===== src/rtl/ppl_pkg.sv =====
// Shared constants, types and codes for the packed pixel layer compositor.
`timescale 1ns / 1ps

package ppl_pkg;

  // Screen geometry
  localparam int PAL_WIDTH     = 384;
  localparam int PAL_HEIGHT    = 288;
  localparam int NTSC_WIDTH    = 320;
  localparam int SCREEN_PIXELS = PAL_WIDTH * PAL_HEIGHT;
  localparam int SCREEN_WORDS  = (SCREEN_PIXELS + 7) / 8;
  localparam int STORE_DEPTH   = 2 * SCREEN_WORDS;

  // Widths
  localparam int WORD_W  = 16;
  localparam int COORD_W = 11;
  localparam int COLOR_W = 2;
  localparam int PIX_W   = $clog2(SCREEN_PIXELS);
  localparam int WIDX_W  = $clog2(SCREEN_WORDS);
  localparam int ADDR_W  = $clog2(STORE_DEPTH);
  localparam int SUB_W   = 3;
  localparam int MATH_W  = 24;

  typedef logic [ADDR_W-1:0] ram_addr_t;
  typedef logic [WORD_W-1:0] word_t;

  // Item kinds
  localparam logic KIND_SET     = 1'b0;
  localparam logic KIND_COMPOSE = 1'b1;

  // Layer select for set items
  localparam logic LAYER_MAIN    = 1'b0;
  localparam logic LAYER_OVERLAY = 1'b1;

  // Color code that a set item drops
  localparam logic [COLOR_W-1:0] COLOR_IGNORED = 2'd1;

  // Configuration register indexes
  localparam logic REG_SCREEN0_NTSC = 1'b0;
  localparam logic REG_SCREEN1_NTSC = 1'b1;

  // Mapped request as handed from the address mapper to the control
  typedef struct packed {
    logic                ok;
    ram_addr_t           addr;
    logic [WIDX_W-1:0]   widx;
    logic [SUB_W-1:0]    sub;
  } map_t;

endpackage


===== src/rtl/ppl_map.sv =====
// Coordinate range check and pixel-to-word address mapping.
`timescale 1ns / 1ps

module ppl_map
  import ppl_pkg::*;
(
  input  logic                      kind,
  input  logic                      screen,
  input  logic                      vertical,
  input  logic                      ntsc,
  input  logic signed [COORD_W-1:0] pos_x,
  input  logic signed [COORD_W-1:0] pos_y,
  input  logic [COLOR_W-1:0]        color,
  output map_t                      map
);

  localparam logic signed [MATH_W-1:0] PW_S  = MATH_W'(PAL_WIDTH);
  localparam logic signed [MATH_W-1:0] PH_S  = MATH_W'(PAL_HEIGHT);
  localparam logic signed [MATH_W-1:0] NW_S  = MATH_W'(NTSC_WIDTH);
  localparam logic signed [MATH_W-1:0] SP_S  = MATH_W'(SCREEN_PIXELS);
  localparam logic signed [MATH_W-1:0] ONE_S = MATH_W'(1);

  logic signed [MATH_W-1:0] xs, ys, w_s, p_h, p_v, p;
  logic                     in_h, in_v, in_rng, drop;
  logic [PIX_W-1:0]         p_u;

  always_comb begin
    xs  = MATH_W'(pos_x);
    ys  = MATH_W'(pos_y);
    w_s = ntsc ? NW_S : PW_S;

    // Horizontal: row-major; vertical: rotated, may crop on NTSC
    in_h = (xs >= 0) && (xs < PW_S) && (ys >= 0) && (ys < PH_S);
    in_v = (xs >= 0) && (xs < PH_S) && (ys >= 0) && (ys < PW_S);
    p_h  = ys * PW_S + xs;
    p_v  = xs * PW_S + w_s - ONE_S - ys;

    p      = vertical ? p_v : p_h;
    in_rng = (vertical ? in_v : in_h) && (p >= 0) && (p < SP_S);
    drop   = (kind == KIND_SET) && (color == COLOR_IGNORED);
    p_u    = p[PIX_W-1:0];

    map.ok   = in_rng && !drop;
    map.widx = p_u[PIX_W-1:SUB_W];
    map.sub  = p_u[SUB_W-1:0];
    map.addr = screen ? ADDR_W'(map.widx) + ADDR_W'(SCREEN_WORDS) : ADDR_W'(map.widx);
  end

endmodule

===== config.mk =====
export PLATFORM = sky130hd
export DESIGN_NAME = ppl_map
export DESIGN_NICKNAME = d
export VERILOG_FILES = /design/src/rtl/ppl_pkg.sv /design/src/rtl/ppl_map.sv
export SDC_FILE = /design/constraint.sdc
export NUM_CORES = 1
export LEC_CHECK = 0
export BUFFER_PORTS_ARGS = -buffer_cell sky130_fd_sc_hd__buf_2
export CAP_MARGIN = 25
export CORE_UTILIZATION = 55
export DETAILED_ROUTE_END_ITERATION = 7
export GPL_TIMING_DRIVEN = 0
export PLACE_DENSITY = 0.79
export SYNTH_ARGS = -nofsm -noshare
export SYNTH_HDL_FRONTEND = slang
export SYNTH_SLANG_ARGS = --single-unit

===== constraint.sdc =====
create_clock -name vclk -period 17.3
set_clock_uncertainty 0.05 [all_clocks]
set_input_delay 2.595 -clock vclk [all_inputs]
set_output_delay 2.595 -clock vclk [all_outputs]
set_load 0.03 [all_outputs]

* Word-level counts from Yosys, hierarchy flattened
Index checks and enable logic that the tools add are counted. W data, S select, Z words.
Word-level totals: register bits 0, input bits 28, output and inout bits 33, logic and storage cells 32
Operators by class: $add $sub $neg 5, multiply operators 2, magnitude comparators 8, eq/ne operators 1, mux-type cells 4, bitwise operators 1, reduce and logical (&&, ||, !) cells 11
Operators with widths (count):
- $lt A11 B10 Y1 const B | 4
- $mul A11 B3 Y14 const B | 2
- $ge A24 B1 Y1 const B | 1
- $lt A24 B18 Y1 const B | 1
- $mux W24 | 1
- $sub A23 B11 Y24 | 1
- $sub A22 B2 Y23 const B | 1
- $add A21 B10 Y22 | 1
- $add A21 B11 Y22 | 1
- $ge A11 B1 Y1 const B | 2
- $add A14 B14 Y15 const B | 1
- $mux W15 | 1
- $logic_and A1 B1 Y1 | 10
- $mux W8 | 1
- $eq A2 B1 Y1 const B | 1
- $logic_not A1 Y1 | 1
- $mux W1 | 1
- $not A1 Y1 | 1

* Depth between registers and ports, before layout
depth in word-level cells 9, mapped depth 21, gate-level depth less buffers 21

* Worst setup path after synthesis
OpenSTA, ideal clock, no wires.
kind input port to output port, start input port pos_x[1], end output port map[32] (netlist name), data arrival time 6.755 ns, data required time 14.655 ns, path slack 7.900 ns, stages 21, path buffers 0, path through ha_1 ha_1 fa_1 a21o_1 a21oi_1 o21bai_1 a21oi_1 nor2b_1 o21ai_0 nor2b_1 xnor2_1 ha_1 ha_1 nand2_1 a211oi_1 o21ai_1 a31oi_1 mux2i_1 nand2_1 a211o_1 a221oi_2
RTL lines:
- start: declaration | line ppl_map.sv:11 | input logic signed [COORD_W-1:0] pos_x,
- end: declaration | line ppl_map.sv:14 | output map_t map

==> flow_summary.ini <==
[logic_synthesis]
postSynthAreaPerCell_um2 = 7.71
netlist_instances = 443
syn_nets = 579
netlist_area_mm2 = 0.00341
ys_warn_count = 0
ys_seq_area_share_pct = 0
ys_types = 49

[routing]
met2WireLength_um = 3820
drt_first_pass_iters = 4
drc = 0
avgViaCountPerCell = 5.63
highest_layer = met4
routed_wl_um = 7860
route.met3.wl_um = 239
post_drt_wl_per_cell_um = 13.6
drt-met1-wl_um = 3690
postRouteAntennaNets = 0
vias = 3253
drt_iter0_markers = 119

[grt]
grt_pass1_wl_um = 13000
grt_use_total_pct = 25.0
grt_pass1_vias = 3004
antenna_found_initial = 0
grt_max_degree = 16
globalRoute.totalOverflow = 0

[placed_design]
place_congestion = 0.849
dp.cells = 578
port_buffers = 60
hpwlAfterDp_um = 6770

[timing]
period_minus_slack_ns = 10.20
fin_crit_sh_pct = 59.0
rsz0062_at_grt = false
setup_violations = 0
setup_tns_ns = 0
max_freq_ghz = 0.0980
timing_max_transition_violations_final = 0
slew_headroom_pct = 59.0
worstMarginPinSlew_ns = 0.615
final-hold-violation-count = 0

[final_layout]
nNetsFinal = 641
drive_gt1_share_pct = 16.3
seq_cell_count = 0
fin_cells = 578
syn_to_final_growth_pct = 11.5
regArea_um2 = 0
num_antenna_cells = 0
layout_commonest_cell = ha_1
mostFrequentLayoutCells = 103 x ha_1, 60 x buf_2, 47 x inv_1, 40 x a21oi_1, 32 x nand2_1
n_clock_buffer = 0
nFillCells = 553

[run]
maxCapViolations = 0

[clock_tree]
cts_hold_buf = 0
cts_setup_buffers = 0
cts_resized = 0

[min_path]
hold_class = primary input to output port
worstHoldEndpoint = map[0]
worstHoldPathCells = 3
hold_path.startpoint = vertical

[die]
die_w_um = 80.8
start_util_pct = 57.3
core-area_mm2 = 0.00596
die_area_mm2 = 0.00653
ios = 61
die_y_um = 80.8
rows = 28

[worst_setup_path]
setup.worst_path.start_class = primary input
required_ns = 14.66
crit_arrival_ns = 7.56
critPathMaxFanout = 7
critical_path_class = primary input to output port
end_kind = output port

[pwr]
power_density_mw_per_mm2 = 95.3
p_leak_uw = 0.00201
ir_drop_mv = 0.101

[outcome]
outcome = finished, final reports clean
critical path: stages:
cell      delay (ns)
buf_2           0.10
inv_1           0.07
ha_1            0.34
ha_1            0.31
a21o_1          0.18
a21oi_1         0.23
xnor2_1         0.15
ha_1            0.25
ha_1            0.29
clkbuf_1        0.18
o211ai_1        0.12
a21oi_1         0.10
a211oi_1        0.43
xnor2_1         0.13
mux2i_1         0.40
ha_1            0.24
o211ai_1        0.11
nor4_2          0.28
o211ai_1        0.15
and4bb_1        0.31
o21bai_1        0.09
a221oi_2        0.26
buf_2           0.24
synth_stat cells, types with 2 or more instances:
cell / n / share of area [%]
a2111o_1: 2 / 0.66
a211oi_1: 9 / 2.0
a21boi_0: 2 / 0.44
a21o_1: 10 / 2.2
a21oi_1: 40 / 5.9
a31oi_1: 4 / 0.73
buf_4: 11 / 2.4
buf_6: 2 / 0.66
clkbuf_1: 2 / 0.22
fa_1: 5 / 2.9
ha_1: 103 / 38
inv_1: 47 / 5.2
mux2i_1: 6 / 1.8
nand2_1: 32 / 3.5
nand2b_1: 6 / 1.1
nand3_1: 11 / 1.6
nor2_1: 22 / 2.4
nor2b_1: 8 / 1.5
nor3_1: 5 / 0.73
nor4_1: 5 / 0.92
o211ai_1: 7 / 1.5
o21a_1: 2 / 0.44
o21ai_0: 19 / 2.8
o21ai_1: 12 / 1.8
o21bai_1: 7 / 1.5
o22ai_1: 2 / 0.37
xnor2_1: 27 / 6.9
xor2_1: 14 / 3.6
logic make-up (layout without fill, tap and decap cells):
kind of cell    Yosys count  count (layout)  share of synthesized area [%]
buf+inv                  63             123                           8.57
fa+ha+maj               108             108                           40.7
simple gates             97              97                           13.9
compound gates          126             126                           23.8
xor+xnor                 41              41                           10.5
mux                       8               8                           2.53
report_power, final:
group	switching, µW	internal [µW]
sequential	0	0
clock	0	0
combinational	227	136
total	227	136
metrics by stage:
step	util (%)	instance area, µm²	setup WS, ns	power, µW	hold slack [ns]
CTS	63.9	3810	7.15	362	5.50
global placement	63.9	3810	7.20	353	5.49
detailed placement	63.9	3810	7.18	360	5.50
finish	63.9	3810	7.10	363	5.50
global route	63.9	3810	6.71	401	5.52
floorplan	-	3410	7.90	280	5.32
metal layers:
layer	vias up	GRT usage [%]
li1	1693	-
met1	1486	32.7
met2	67	46.6
met3	7	0.449
met4	0	3.39
met5	-	0
worst max path at each step:
stage / cells past startpoint / slack, ns / start / to
global route: 23 / 6.71 / pos_x[2] / map[32]
global placement: 23 / 7.20 / pos_x[2] / map[32]
floorplan: 21 / 7.90 / pos_x[1] / map[32]
finish: 23 / 7.10 / pos_x[2] / map[32]
detailed placement: 23 / 7.18 / pos_x[2] / map[32]
CTS: 23 / 7.15 / pos_x[2] / map[32]
cell type report:
| class | count | area, µm² | share of cell area, % |
|---|---|---|---|
| multi-input cells | 380 | 3120 | 82.0 |
| well taps | 75 | 93.8 | 2.46 |
| inverters | 48 | 180 | 4.73 |
| plain buffers | 15 | 113 | 2.96 |
| repair buffers | 60 | 300 | 7.88 |
Power figures use the tool's default switching activity.
